--- src/rtl/core/sct_pkg.sv ---
// ----------------------------------------------------------------------------
// sct_pkg
// Shared widths, operation kinds and queue record for the strip calibration
// block.
// ----------------------------------------------------------------------------
package sct_pkg;

    localparam int RAW_W    = 13;
    localparam int GAIN_W   = 16;
    localparam int OFFS_W   = 16;
    localparam int ENERGY_W = 22;
    localparam int CNT_W    = 6;
    localparam int SUM_W    = 27;
    localparam int DIFF_W   = 19;
    localparam int PROD_W   = DIFF_W + GAIN_W + 1;
    localparam int WORD_W   = ENERGY_W + OFFS_W + GAIN_W;

    localparam int QUEUE_DEPTH = 4;
    localparam int QPTR_W      = $clog2(QUEUE_DEPTH);

    localparam logic [GAIN_W-1:0]   GAIN_RESET = 16'd4096;
    localparam logic [OFFS_W-1:0]   OFFS_RESET = '0;
    localparam logic [ENERGY_W-1:0] THR_RESET  = '0;

    typedef enum logic [1:0] {
        OP_SAMPLE,
        OP_SKIP,
        OP_LOAD_ACK,
        OP_LOAD_NACK
    } op_kind_t;

    typedef struct packed {
        op_kind_t                   kind;
        logic                       last;
        logic signed [DIFF_W-1:0]   diff;
        logic [GAIN_W-1:0]          gain;
        logic signed [ENERGY_W-1:0] thr;
    } sct_op_t;

    typedef struct packed {
        logic    valid;
        sct_op_t op;
    } sct_push_t;

endpackage

--- src/rtl/core/sct_queue.sv ---
// ----------------------------------------------------------------------------
// sct_queue
// Short FIFO of classified operations between front and back.
// ----------------------------------------------------------------------------
module sct_queue (
    input  logic                clk,
    input  logic                rst_n,
    input  sct_pkg::sct_push_t  push,
    output logic                full,
    input  logic                pop,
    output logic                empty,
    output sct_pkg::sct_op_t    head
);
    import sct_pkg::*;

    sct_op_t             slot_reg [QUEUE_DEPTH];
    logic [QPTR_W-1:0]   wptr_reg;
    logic [QPTR_W-1:0]   rptr_reg;
    logic [QPTR_W:0]     count_reg;

    assign full  = (count_reg == (QPTR_W+1)'(QUEUE_DEPTH));
    assign empty = (count_reg == '0);
    assign head  = slot_reg[rptr_reg];

    always_ff @(posedge clk or negedge rst_n)
    begin
        if (!rst_n)
        begin
            wptr_reg  <= '0;
            rptr_reg  <= '0;
            count_reg <= '0;
        end
        else
        begin
            if (push.valid)
            begin
                wptr_reg <= wptr_reg + 1'b1;
            end
            if (pop)
            begin
                rptr_reg <= rptr_reg + 1'b1;
            end
            if (push.valid && !pop)
            begin
                count_reg <= count_reg + 1'b1;
            end
            else if (pop && !push.valid)
            begin
                count_reg <= count_reg - 1'b1;
            end
        end
    end

    always_ff @(posedge clk)
    begin
        if (push.valid)
        begin
            slot_reg[wptr_reg] <= push.op;
        end
    end

endmodule

--- config.mk ---
export PLATFORM = sky130hd
export DESIGN_NAME = sct_queue
export DESIGN_NICKNAME = d
export VERILOG_FILES = /design/src/rtl/core/sct_pkg.sv /design/src/rtl/core/sct_queue.sv
export SDC_FILE = /design/constraint.sdc
export NUM_CORES = 1
export LEC_CHECK = 0
export BUFFER_PORTS_ARGS = -buffer_cell sky130_fd_sc_hd__buf_4
export CAP_MARGIN = 20
export CORE_MARGIN = 3
export CORE_UTILIZATION = 51
export CTS_CLUSTER_DIAMETER = 120
export DETAILED_ROUTE_END_ITERATION = 12
export GPL_TIMING_DRIVEN = 0
export PLACE_DENSITY_LB_ADDON = 0.15
export REMOVE_ABC_BUFFERS = 1
export SLEW_MARGIN = 20
export SYNTH_ARGS = -nofsm -noshare
export SYNTH_HDL_FRONTEND = slang
export SYNTH_SLANG_ARGS = --single-unit
--- constraint.sdc ---
create_clock -name clk -period 2.25 [get_ports clk]
set_input_delay 0.3375 -clock clk [delete_from_list [all_inputs] [get_ports clk]]
set_output_delay 0.3375 -clock clk [all_outputs]
set_load 0.01 [all_outputs]
==> out/summary.txt <==
Worst Path Class, Setup -> flip-flop to output port
Highest clock rate -> 0.4376 GHz
Register Area -> 7390 um^2
Total power -> 15.92 mW
Core area -> 17420 um^2
All-Layer GR Usage -> 17.34%
Die ar. -> 19530 um^2
Dpl ws -> -55.93 ps
Gr ovfl total -> 0
ANT cells -> 0
Cell count after synthesis -> 348
Die height -> 139.7 um
Synth area leader -> edfxtp_1
Ports -> 126
Static Leak -> 4.047 nW
RSZ-0062 raised after global routing -> yes
Clk slew on worst S/H paths -> 60 ps
Seq cells post-synth -> 247
Setup WS post-layout -> -35.36 ps
Clock buffer depth -> 3
Skew final -> 9.308 ps
Vias in the first global route -> 4500
Crit path time final -> 2285 ps
Num Clock Sinks -> 247
Pwr/cell area -> 1369 nW/um^2
Synth top cells by count -> 240 x edfxtp_1, 58 x mux4_2, 7 x dfrtp_1, 6 x buf_12, 6 x buf_2
Via count -> 4126
Die width -> 139.7 um
Netlist Area Pre-Place -> 9121 um^2
Largest cells by area after synthesis -> edfxtp_1 79%, mux4_2 14%, dfrtp_1 1.9%
Worst EP arrival -> 1950 ps
Hold crit path type -> primary input to flip-flop
CP Capture Type -> output port
Area of the multi-input gates -> 1562 um^2
Drt initial violations -> 214
Synth warn -> 0
Post-synthesis sequential area ratio -> 80.93%
Root Buffer -> clkbuf_16
Pins Over Slew Limit -> 0
Top-count cell post-synth -> edfxtp_1
GPL Wtd Cong -> 0.6828
Library cells used by synthesis -> 20
Post-DP HPWL -> 9100 um
Layout area overhead -> 27.50%
Share of cells above drive strength 1 -> 46.49%
Max FFs per register -> 240
Filler Cells Inserted -> 1119
Failing checks -> setup timing
Routed wire length -> 16850 um
Post-synth EDFFs -> 240
CTS Buf Count -> 25
Max VDD drop -> 0.0009204 V
DR pass1 iterations -> 6
Residual DRC -> 0
Initial cell density of the core -> 52.37%
Final Hold Fails -> 0
Routed vias/inst -> 5.487
Critical Path Fanout Max -> 8
Tightest Pin Transition -> 505.8 ps
Syn Area/Cell -> 26.21 um^2
Std cell rows -> 48
Top cell type's share of synthesized area -> 79.01%
Max cap viols -> 0
Final ANT Viol Nets -> 0
First-pass GRT wire length -> 25860 um
Setup-failing EPs final -> 29
Critical Path Start Type -> flip-flop
Slew margin rel. -> 66.28%
Clk_lat worst skew -> 500 ps
# H-tree levels -> 1
Final nets -> 580
Async SR Flop Fraction -> 2.834%
Top FF cell, synth -> edfxtp_1
Worst path required time -> 1910 ps
Wire length per cell -> 22.40 um
Largest net degree at the start of global routing -> 40
Number of I/O port buffers -> 125
Run status -> finished, violations left
TritonCTS clock tree -> yes
Initial antenna violation count -> 0
Fin crit share -> 101.6%
-- kinds of logic (layout without fill, tap and decap cells) --
kind of cell / after synthesis / count (layout) / share of synthesized area (%)
AOI/OAI and AO/OA: 1 / 1 / 0.05482
xor gates and xnor gates: 6 / 6 / 0.5761
adders and majority gates: 6 / 6 / 0.9054
buffers and inverters: 18 / 197 / 1.975
DFF: 247 / 247 / 80.93
muxes: 61 / 61 / 15.02
and+or+nand+nor: 9 / 9 / 0.5349
-- per-layer routing --
metal	part of all wire, %	up-vias	GRT usage (%)
met5	0	-	0
met4	1.8	0	4.386
met2	50	128	28.79
li1	-	1811	-
met3	5.6	27	3.711
met1	42	2160	23.94
-- where the power goes --
group | total (mW) | leakage (nW) | internal, mW | switching (mW)
registers | 6.28 | 2.28 | 6.03 | 0.246
logic | 5.70 | 1.38 | 3.21 | 2.49
clock network | 3.95 | 0.378 | 2.39 | 1.56
total | 15.9 | 4.05 | 11.6 | 4.30
-- through the flow --
| stage | TNS (ps) | std cells | utilization [%] | hold WS, ps | instance area [um^2] |
|---|---|---|---|---|---|
| 3_5_place_dp | -1061 | 690 | 59.35 | 158.4 | 10340 |
| 2_1_floorplan | -116910 | 334 | - | 41.91 | 8956 |
| 6_report | -331.0 | 752 | 66.77 | 29.77 | 11630 |
| 5_1_grt | -4040 | 752 | 66.77 | 7.423 | 11630 |
| 4_1_cts | -2038 | 749 | 66.54 | 2.047 | 11590 |
| 3_3_place_gp | -465730 | 684 | 58.43 | 152.5 | 10180 |
-- cells in the final DEF (no fill, tap or decap), types with 2 or more instances in the layout --
cell type  synthesis  routed
edfxtp_1         240     240
buf_4              0      79
mux4_2            58      60
buf_6              1      52
clkbuf_16          0      26
clkbuf_1           1       9
buf_16             0       9
buf_12             6       6
ha_1               5       5
clkinv_1           0       5
dfrtp_1            7       5
inv_1              4       4
and2_4             0       4
xor2_1             4       4
bufinv_16          0       3
xnor2_1            2       2
nand2_1            2       2
inv_6              0       2
dfrtp_4            0       2
-- critical path, cell delays in order, from the launching register on --
cell,delay [ps]
dfrtp_4,450
buf_12,160
buf_16,160
mux4_2,530
buf_6,140
-- worst paths after layout --
check                              from               to  slack, ps  depth (start not counted)
setup / recovery            rptr_reg[0]         head[49]        -40                          4
hold / removal                      pop      rptr_reg[0]         30                          2
setup reg to reg            wptr_reg[1]  slot_reg[0][24]        460                          4
hold reg to reg            count_reg[2]     count_reg[2]        490                          1
max in group asynchronous         rst_n      rptr_reg[0]       1920                          2
min in group asynchronous         rst_n      wptr_reg[1]        180                          2
-- area by class of cell --
| type | count | area share (%) |
|---|---|---|
| clock buffers | 34 | 5.670 |
| clock inverters | 10 | 1.087 |
| inverters | 4 | 0.1291 |
| multi-input cells | 83 | 13.43 |
| flip-flops and latches | 247 | 63.54 |
| well taps | 225 | 2.421 |
| repair buffers | 149 | 13.73 |
-- repair_timing --
| item | 4_1_cts | 5_1_grt |
|---|---|---|
| hold endpoints to repair | 7 | 0 |
| gates cloned | 5 | 1 |
| hold buffers | 1 | 0 |
| setup endpoints to repair | 60 | 60 |
| setup buffers | 9 | 2 |
| resized for setup | 60 | 0 |
No activity file was read; power rests on OpenSTA's default activity.
