===== src/rtl/core/sct_pkg.sv =====
// ----------------------------------------------------------------------------
// sct_pkg
// Shared widths, operation kinds and queue record for the strip calibration
// block.
// ----------------------------------------------------------------------------
package sct_pkg;

    localparam int RAW_W    = 13;
    localparam int GAIN_W   = 16;
    localparam int OFFS_W   = 16;
    localparam int ENERGY_W = 22;
    localparam int CNT_W    = 6;
    localparam int SUM_W    = 27;
    localparam int DIFF_W   = 19;
    localparam int PROD_W   = DIFF_W + GAIN_W + 1;
    localparam int WORD_W   = ENERGY_W + OFFS_W + GAIN_W;

    localparam int QUEUE_DEPTH = 4;
    localparam int QPTR_W      = $clog2(QUEUE_DEPTH);

    localparam logic [GAIN_W-1:0]   GAIN_RESET = 16'd4096;
    localparam logic [OFFS_W-1:0]   OFFS_RESET = '0;
    localparam logic [ENERGY_W-1:0] THR_RESET  = '0;

    typedef enum logic [1:0] {
        OP_SAMPLE,
        OP_SKIP,
        OP_LOAD_ACK,
        OP_LOAD_NACK
    } op_kind_t;

    typedef struct packed {
        op_kind_t                   kind;
        logic                       last;
        logic signed [DIFF_W-1:0]   diff;
        logic [GAIN_W-1:0]          gain;
        logic signed [ENERGY_W-1:0] thr;
    } sct_op_t;

    typedef struct packed {
        logic    valid;
        sct_op_t op;
    } sct_push_t;

endpackage


===== src/rtl/core/sct_if.sv =====


interface sct_rsp_if;
    logic        valid;
    logic        ready;
    logic signed [21:0] strip_energy;
    logic        strip_hit;
    logic [5:0]  group_multiplicity;
    logic signed [26:0] group_sum;
    logic        group_done;
    logic        load_ack;

    modport source (
        output valid, strip_energy, strip_hit, group_multiplicity, group_sum,
               group_done, load_ack,
        input  ready
    );
    modport sink (
        input  valid, strip_energy, strip_hit, group_multiplicity, group_sum,
               group_done, load_ack,
        output ready
    );
endinterface


===== src/rtl/core/sct_back.sv =====
// ----------------------------------------------------------------------------
// sct_back
// Gain multiply, rounding and saturation, threshold compare, group totals
// and the response register.
// ----------------------------------------------------------------------------
module sct_back (
    input  logic              clk,
    input  logic              rst_n,
    input  logic              q_empty,
    input  sct_pkg::sct_op_t  q_head,
    output logic              q_pop,
    sct_rsp_if.source         rsp
);
    import sct_pkg::*;

    localparam logic signed [PROD_W:0]  E_HI = 2097151;
    localparam logic signed [PROD_W:0]  E_LO = -2097152;
    localparam logic signed [SUM_W:0]   S_HI = 67108863;
    localparam logic signed [SUM_W:0]   S_LO = -67108864;
    localparam logic [CNT_W-1:0]        CNT_MAX = '1;

    // multiply stage
    logic                       b1_valid_reg;
    op_kind_t                   b1_kind_reg;
    logic                       b1_last_reg;
    logic signed [PROD_W-1:0]   b1_prod_reg;
    logic signed [ENERGY_W-1:0] b1_thr_reg;

    // round / compare stage
    logic                       b2_valid_reg;
    op_kind_t                   b2_kind_reg;
    logic                       b2_last_reg;
    logic signed [ENERGY_W-1:0] b2_energy_reg;
    logic                       b2_hit_reg;

    // response register
    logic                       out_valid_reg;
    logic signed [ENERGY_W-1:0] out_energy_reg;
    logic                       out_hit_reg;
    logic [CNT_W-1:0]           out_mult_reg;
    logic signed [SUM_W-1:0]    out_sum_reg;
    logic                       out_done_reg;
    logic                       out_ack_reg;

    logic [CNT_W-1:0]           cnt_reg;
    logic signed [SUM_W-1:0]    sum_reg;

    logic                       out_load;
    logic                       b2_en;
    logic                       b1_en;

    logic signed [PROD_W-1:0]   prod_next;
    logic signed [PROD_W:0]     rnd;
    logic signed [PROD_W:0]     shifted;
    logic signed [ENERGY_W-1:0] energy_next;
    logic                       hit_next;
    logic signed [SUM_W:0]      sum_wide;
    logic [CNT_W-1:0]           cnt_next;
    logic signed [SUM_W-1:0]    sum_next;
    logic                       is_load;

    assign out_load = b2_valid_reg && (!out_valid_reg || rsp.ready);
    assign b2_en    = !b2_valid_reg || out_load;
    assign b1_en    = !b1_valid_reg || b2_en;
    assign q_pop    = !q_empty && b1_en;

    assign prod_next = PROD_W'(q_head.diff) * PROD_W'($signed({1'b0, q_head.gain}));

    // floor((p + 2048) / 4096) then clamp
    always_comb
    begin
        rnd     = (PROD_W+1)'(b1_prod_reg) + (PROD_W+1)'(2048);
        shifted = rnd >>> 12;
        if (b1_kind_reg != OP_SAMPLE)
        begin
            energy_next = '0;
        end
        else if (shifted > E_HI)
        begin
            energy_next = E_HI[ENERGY_W-1:0];
        end
        else if (shifted < E_LO)
        begin
            energy_next = E_LO[ENERGY_W-1:0];
        end
        else
        begin
            energy_next = shifted[ENERGY_W-1:0];
        end
        hit_next = (b1_kind_reg == OP_SAMPLE) && (energy_next > b1_thr_reg);
    end

    always_comb
    begin
        sum_wide = (SUM_W+1)'(sum_reg) + (SUM_W+1)'(b2_energy_reg);
        cnt_next = cnt_reg;
        sum_next = sum_reg;
        if (b2_hit_reg)
        begin
            if (cnt_reg != CNT_MAX)
            begin
                cnt_next = cnt_reg + 1'b1;
            end
            if (sum_wide > S_HI)
            begin
                sum_next = S_HI[SUM_W-1:0];
            end
            else if (sum_wide < S_LO)
            begin
                sum_next = S_LO[SUM_W-1:0];
            end
            else
            begin
                sum_next = sum_wide[SUM_W-1:0];
            end
        end
        is_load = (b2_kind_reg == OP_LOAD_ACK) || (b2_kind_reg == OP_LOAD_NACK);
    end

    always_ff @(posedge clk or negedge rst_n)
    begin
        if (!rst_n)
        begin
            b1_valid_reg  <= 1'b0;
            b2_valid_reg  <= 1'b0;
            out_valid_reg <= 1'b0;
            cnt_reg       <= '0;
            sum_reg       <= '0;
        end
        else
        begin
            if (b1_en)
            begin
                b1_valid_reg <= q_pop;
            end
            if (b2_en)
            begin
                b2_valid_reg <= b1_valid_reg;
            end
            if (out_load)
            begin
                out_valid_reg <= 1'b1;
            end
            else if (rsp.ready)
            begin
                out_valid_reg <= 1'b0;
            end
            if (out_load && !is_load)
            begin
                if (b2_last_reg)
                begin
                    cnt_reg <= '0;
                    sum_reg <= '0;
                end
                else
                begin
                    cnt_reg <= cnt_next;
                    sum_reg <= sum_next;
                end
            end
        end
    end

    always_ff @(posedge clk)
    begin
        if (q_pop)
        begin
            b1_kind_reg <= q_head.kind;
            b1_last_reg <= q_head.last;
            b1_prod_reg <= prod_next;
            b1_thr_reg  <= q_head.thr;
        end
        if (b2_en && b1_valid_reg)
        begin
            b2_kind_reg   <= b1_kind_reg;
            b2_last_reg   <= b1_last_reg;
            b2_energy_reg <= energy_next;
            b2_hit_reg    <= hit_next;
        end
        if (out_load)
        begin
            if (is_load)
            begin
                out_energy_reg <= '0;
                out_hit_reg    <= 1'b0;
                out_mult_reg   <= '0;
                out_sum_reg    <= '0;
                out_done_reg   <= 1'b0;
                out_ack_reg    <= (b2_kind_reg == OP_LOAD_ACK);
            end
            else
            begin
                out_energy_reg <= b2_energy_reg;
                out_hit_reg    <= b2_hit_reg;
                out_mult_reg   <= cnt_next;
                out_sum_reg    <= sum_next;
                out_done_reg   <= b2_last_reg;
                out_ack_reg    <= 1'b0;
            end
        end
    end

    assign rsp.valid              = out_valid_reg;
    assign rsp.strip_energy       = out_energy_reg;
    assign rsp.strip_hit          = out_hit_reg;
    assign rsp.group_multiplicity = out_mult_reg;
    assign rsp.group_sum          = out_sum_reg;
    assign rsp.group_done         = out_done_reg;
    assign rsp.load_ack           = out_ack_reg;

endmodule


===== src/flat_wrapper.sv =====
// flat-port wrapper written by rule: the top's interface ports become plain ports
module sct_back_flat import sct_pkg::*;
  (clk, rst_n, q_empty, q_head, q_pop, rsp_valid, rsp_strip_energy, rsp_strip_hit, rsp_group_multiplicity, rsp_group_sum, rsp_group_done, rsp_load_ack, rsp_ready);
  sct_rsp_if rsp_i ();
  input  logic clk;
  input  logic rst_n;
  input  logic q_empty;
  input  sct_pkg::sct_op_t q_head;
  output logic q_pop;
  output wire logic [$bits(rsp_i.valid)-1:0] rsp_valid;
  output wire logic [$bits(rsp_i.strip_energy)-1:0] rsp_strip_energy;
  output wire logic [$bits(rsp_i.strip_hit)-1:0] rsp_strip_hit;
  output wire logic [$bits(rsp_i.group_multiplicity)-1:0] rsp_group_multiplicity;
  output wire logic [$bits(rsp_i.group_sum)-1:0] rsp_group_sum;
  output wire logic [$bits(rsp_i.group_done)-1:0] rsp_group_done;
  output wire logic [$bits(rsp_i.load_ack)-1:0] rsp_load_ack;
  input wire logic [$bits(rsp_i.ready)-1:0] rsp_ready;
  assign rsp_valid = rsp_i.valid;
  assign rsp_strip_energy = rsp_i.strip_energy;
  assign rsp_strip_hit = rsp_i.strip_hit;
  assign rsp_group_multiplicity = rsp_i.group_multiplicity;
  assign rsp_group_sum = rsp_i.group_sum;
  assign rsp_group_done = rsp_i.group_done;
  assign rsp_load_ack = rsp_i.load_ack;
  assign rsp_i.ready = rsp_ready;
  sct_back u_core (.clk(clk), .rst_n(rst_n), .q_empty(q_empty), .q_head(q_head), .q_pop(q_pop), .rsp(rsp_i));
endmodule

===== config.mk =====
export PLATFORM = sky130hd
export DESIGN_NAME = sct_back_flat
export DESIGN_NICKNAME = d
export VERILOG_FILES = /design/src/rtl/core/sct_pkg.sv /design/src/rtl/core/sct_if.sv /design/src/rtl/core/sct_back.sv /design/src/flat_wrapper.sv
export SDC_FILE = /design/constraint.sdc
export NUM_CORES = 1
export LEC_CHECK = 0
export ABC_AREA = 1
export BUFFER_PORTS_ARGS = -buffer_cell sky130_fd_sc_hd__clkbuf_2
export CAP_MARGIN = 20
export CELL_PAD_IN_SITES_DETAIL_PLACEMENT = 1
export CELL_PAD_IN_SITES_GLOBAL_PLACEMENT = 1
export CORE_ASPECT_RATIO = 1.2
export CORE_MARGIN = 2
export CORE_UTILIZATION = 52
export DETAILED_ROUTE_END_ITERATION = 7
export PLACE_DENSITY_LB_ADDON = 0.1
export SYNTH_ARGS = -nofsm -noshare
export SYNTH_HDL_FRONTEND = slang
export SYNTH_SLANG_ARGS = --single-unit

===== constraint.sdc =====
create_clock -name clk -period 8.49 [get_ports clk]
set_input_delay 1.698 -clock clk [delete_from_list [all_inputs] [get_ports clk]]
set_output_delay 1.698 -clock clk [all_outputs]
set_load 0.005 [all_outputs]

==> metrics.md <==
| Metric | Value |
|---|---|
| Final Setup Violations | `0` |
| ANT nets after route | `0` |
| PortBufs | `about 120` |
| Clk buf depth | `2` |
| Slew Limit Headroom | `between 50% and 60%` |
| Synth Register Bits | `170` |
| Yosys warning total | `0` |
| Clk Latency, worst-skew pair | `between 0.4 and 0.5 ns` |
| Initial antenna violation count | `0` |
| Crit-path cells | `clkbuf_2 > nand2_1 > fa_1 > inv_1 > fa_1 > inv_1 > fa_1 > inv_1 > fa_1 > fa_1 > inv_1 > fa_1 > inv_1 > ha_1 > nand2_1 > inv_1 > nand2_1 > nor2_1 > nand2_1 > o21ai_0 > xor2_1` |
| Worst-Margin Slew | `~0.74 ns` |
| Final Cycle Share | `87.96%` |
| Largest net degree at the start of global routing | `60` |
| Clock buffer count from CTS | `17` |
| Maxcap violations | `0` |
| Top cell type's share of synthesized area | `roughly 28%` |
| Routed Wire Length | `63.37 mm` |
| Hold path start | `u_core.b1_last_reg` |
| Post-synth design cell area | `21600 µm²` |
| Syn_area_per_cell | `8.118 µm²` |
| Critical Path RT | `slightly below 9 ns` |
| Post-CTS setup buffer count | `0` |
| Crit path max fanout | `19` |
| Residual overflow from global routing | `0` |
| Vias/cell | `~5.3` |
| H-tree depth | `4` |
| Die Ht | `~230 µm` |
| Crit path from | `q_head[30]` |
| GP Congestion | `0.9214` |
| Commonest cells post-synth | `inv_1, nand2_1, fa_1` |
| DRC viols | `0` |
| Post-CTS sizing | `0` |
| # diodes | `0` |
| Share of cells above drive strength 1 | `under 10%` |
| Ranking of synthesized cells by area | `fa_1, edfxtp_1, inv_1, nand2_1, ha_1` |
| Worst-case clock skew | `between 0.01 and 0.015 ns` |
| Worst r2r src | `u_core.b1_prod_reg[11]` |
| Area of the core | `between 40000 and 50000 µm²` |
| Synthesized instance count | `2661` |
| Net count after synthesis | `between 3000 and 4000` |
| Hold WC Path Type | `flop to flop` |
| Setup TNS | `0 ns` |
| Top-Level Pins | `between 100 and 150` |
| Most numerous cell in the Yosys netlist | `inv_1` |
| Critical Path Max Stage Delay | `0.64 ns` |
| Ys async rst share | `21.18%` |
| FF-to-FF path depth | `17` |
| Root buf cell | `clkbuf_16` |
| Vias post-DR | `approximately 17000` |
| Seq/Total Area, Yosys | `a little under a quarter` |
| Std cell rows | `a little over 80` |
| Period minus WS final | `approximately 7.5 ns` |
| Area grow syn2layout | `7.600%` |
| Area of the die | `about 43000 µm²` |
| CTS tree | `done` |
| Final Hold Violating Endpoints | `0` |
| WL per Instance | `19.35 µm` |
| Synth Flop Type | `edfxtp_1` |
| Drt first pass iters | `5` |
| Nets | `between 3000 and 4000` |
| Pins Over Slew Limit | `0` |
| Final core occ | `56.91%` |
| CP Launch Type | `input port` |
| Kind of critical path | `input port to flop` |
| Hold-critical path depth | `0` |
| Number of global-route vias before repair | `19660` |
| Total track usage | `a little under a third` |
| Yosys top cell by area | `fa_1` |
| Total clock sinks | `170` |
| Crit path DAT | `between 7 and 8 ns` |
| Distinct cells, synth | `47` |
| First-pass GRT wire length | `around 100 mm` |
| Chip Width | `around 190 µm` |
| Status | `finished, final reports clean` |
| Number of synthesized flops with an enable pin | `~130` |
| Number of hold buffers added after CTS | `0` |
| Peak Freq | `133.9 MHz` |
| Worst setup EP type | `flop` |
| Clock transition at the registers of the reported paths | `roughly 0.080 ns` |
| Iteration-0 DRC Markers | `846` |
| CP max stage cell | `fa_1` |
| RSZ-0062 raised after global routing | `no` |
| Hpwl dp | `52.67 mm` |
| Initial core utilization | `about 53%` |
-- layout make-up --
| class | instances | area, µm² |
|---|---|---|
| clock inverter | 15 | 193.9 |
| fill | 5015 | 17600 |
| timing repair buffer | 133 | 735.7 |
| inverter | 696 | 2613 |
| sequential | 170 | 4925 |
| clock buffer | 17 | 425.4 |
| tap | 539 | 674.4 |
| multi-input combinational | 1705 | 13680 |
-- metal layers --
metal	routed length, µm	up-vias	global-route usage, %
li1	-	7988	-
met1	23900	8662	33.83
met2	34460	404	59.37
met3	1948	156	2.806
met4	3054	0	14.68
met5	0	-	0
-- cell families (layout without fill, tap and decap cells) --
group           count (synthesis)  in the layout  share of synthesized area [%]
simple gates                 1015           1015                          19.46
flops                         170            170                          22.80
buf+inv                       786            861                          13.89
fa+ha+maj                     446            446                          36.47
compound gates                175            175                          4.588
xor+xnor                       69             69                          2.798
-- path summary, 6_finish.rpt --
path | end | slack [ns]
min | u_core.b2_last_reg | 0.45
max | u_core.b1_prod_reg[30] | 1.02
min reg2reg | u_core.b2_last_reg | 0.45
max in group asynchronous | u_core.sum_reg[3] | 6.93
min in group asynchronous | u_core.sum_reg[18] | 1.09
max reg2reg | u_core.b2_hit_reg | 4.57
-- cells in the final DEF (no fill, tap or decap), types with 51 or more instances in the layout --
| cell | instances |
|---|---|
| a21oi_1 | 76 |
| fa_1 | 306 |
| edfxtp_1 | 134 |
| inv_1 | 692 |
| ha_1 | 140 |
| nor2_1 | 162 |
| xor2_1 | 51 |
| nand2_1 | 680 |
| nand3_1 | 75 |
| clkbuf_2 | 123 |
-- per-stage QoR --
stage | setup slack [ns] | cells | hold slack (ns) | cell area, µm²
6_report | 1.023 | 3275 | 0.4506 | 23240
3_3_place_gp | 0.6930 | 3240 | 0.4047 | 22560
4_1_cts | 1.026 | 3272 | 0.4570 | 23170
2_1_floorplan | 1.204 | 2661 | 0.4003 | 21600
3_5_place_dp | 0.5242 | 3240 | 0.4239 | 22560
5_1_grt | 0.7627 | 3275 | 0.4540 | 23240
-- worst max-delay path, delay by kind of cell --
family | cells | cell delay, ns
AOI/OAI and AO/OA | 1 | 0.45
and+or+nand+nor | 5 | 0.77
buffers and inverters | 7 | 0.91
adders and majority gates | 7 | 3.65
xor gates and xnor gates | 1 | 0.12
Power is left out: the tool's default activity adds up to more than one toggle a clock period on the data nets, which glitch-free logic cannot reach.
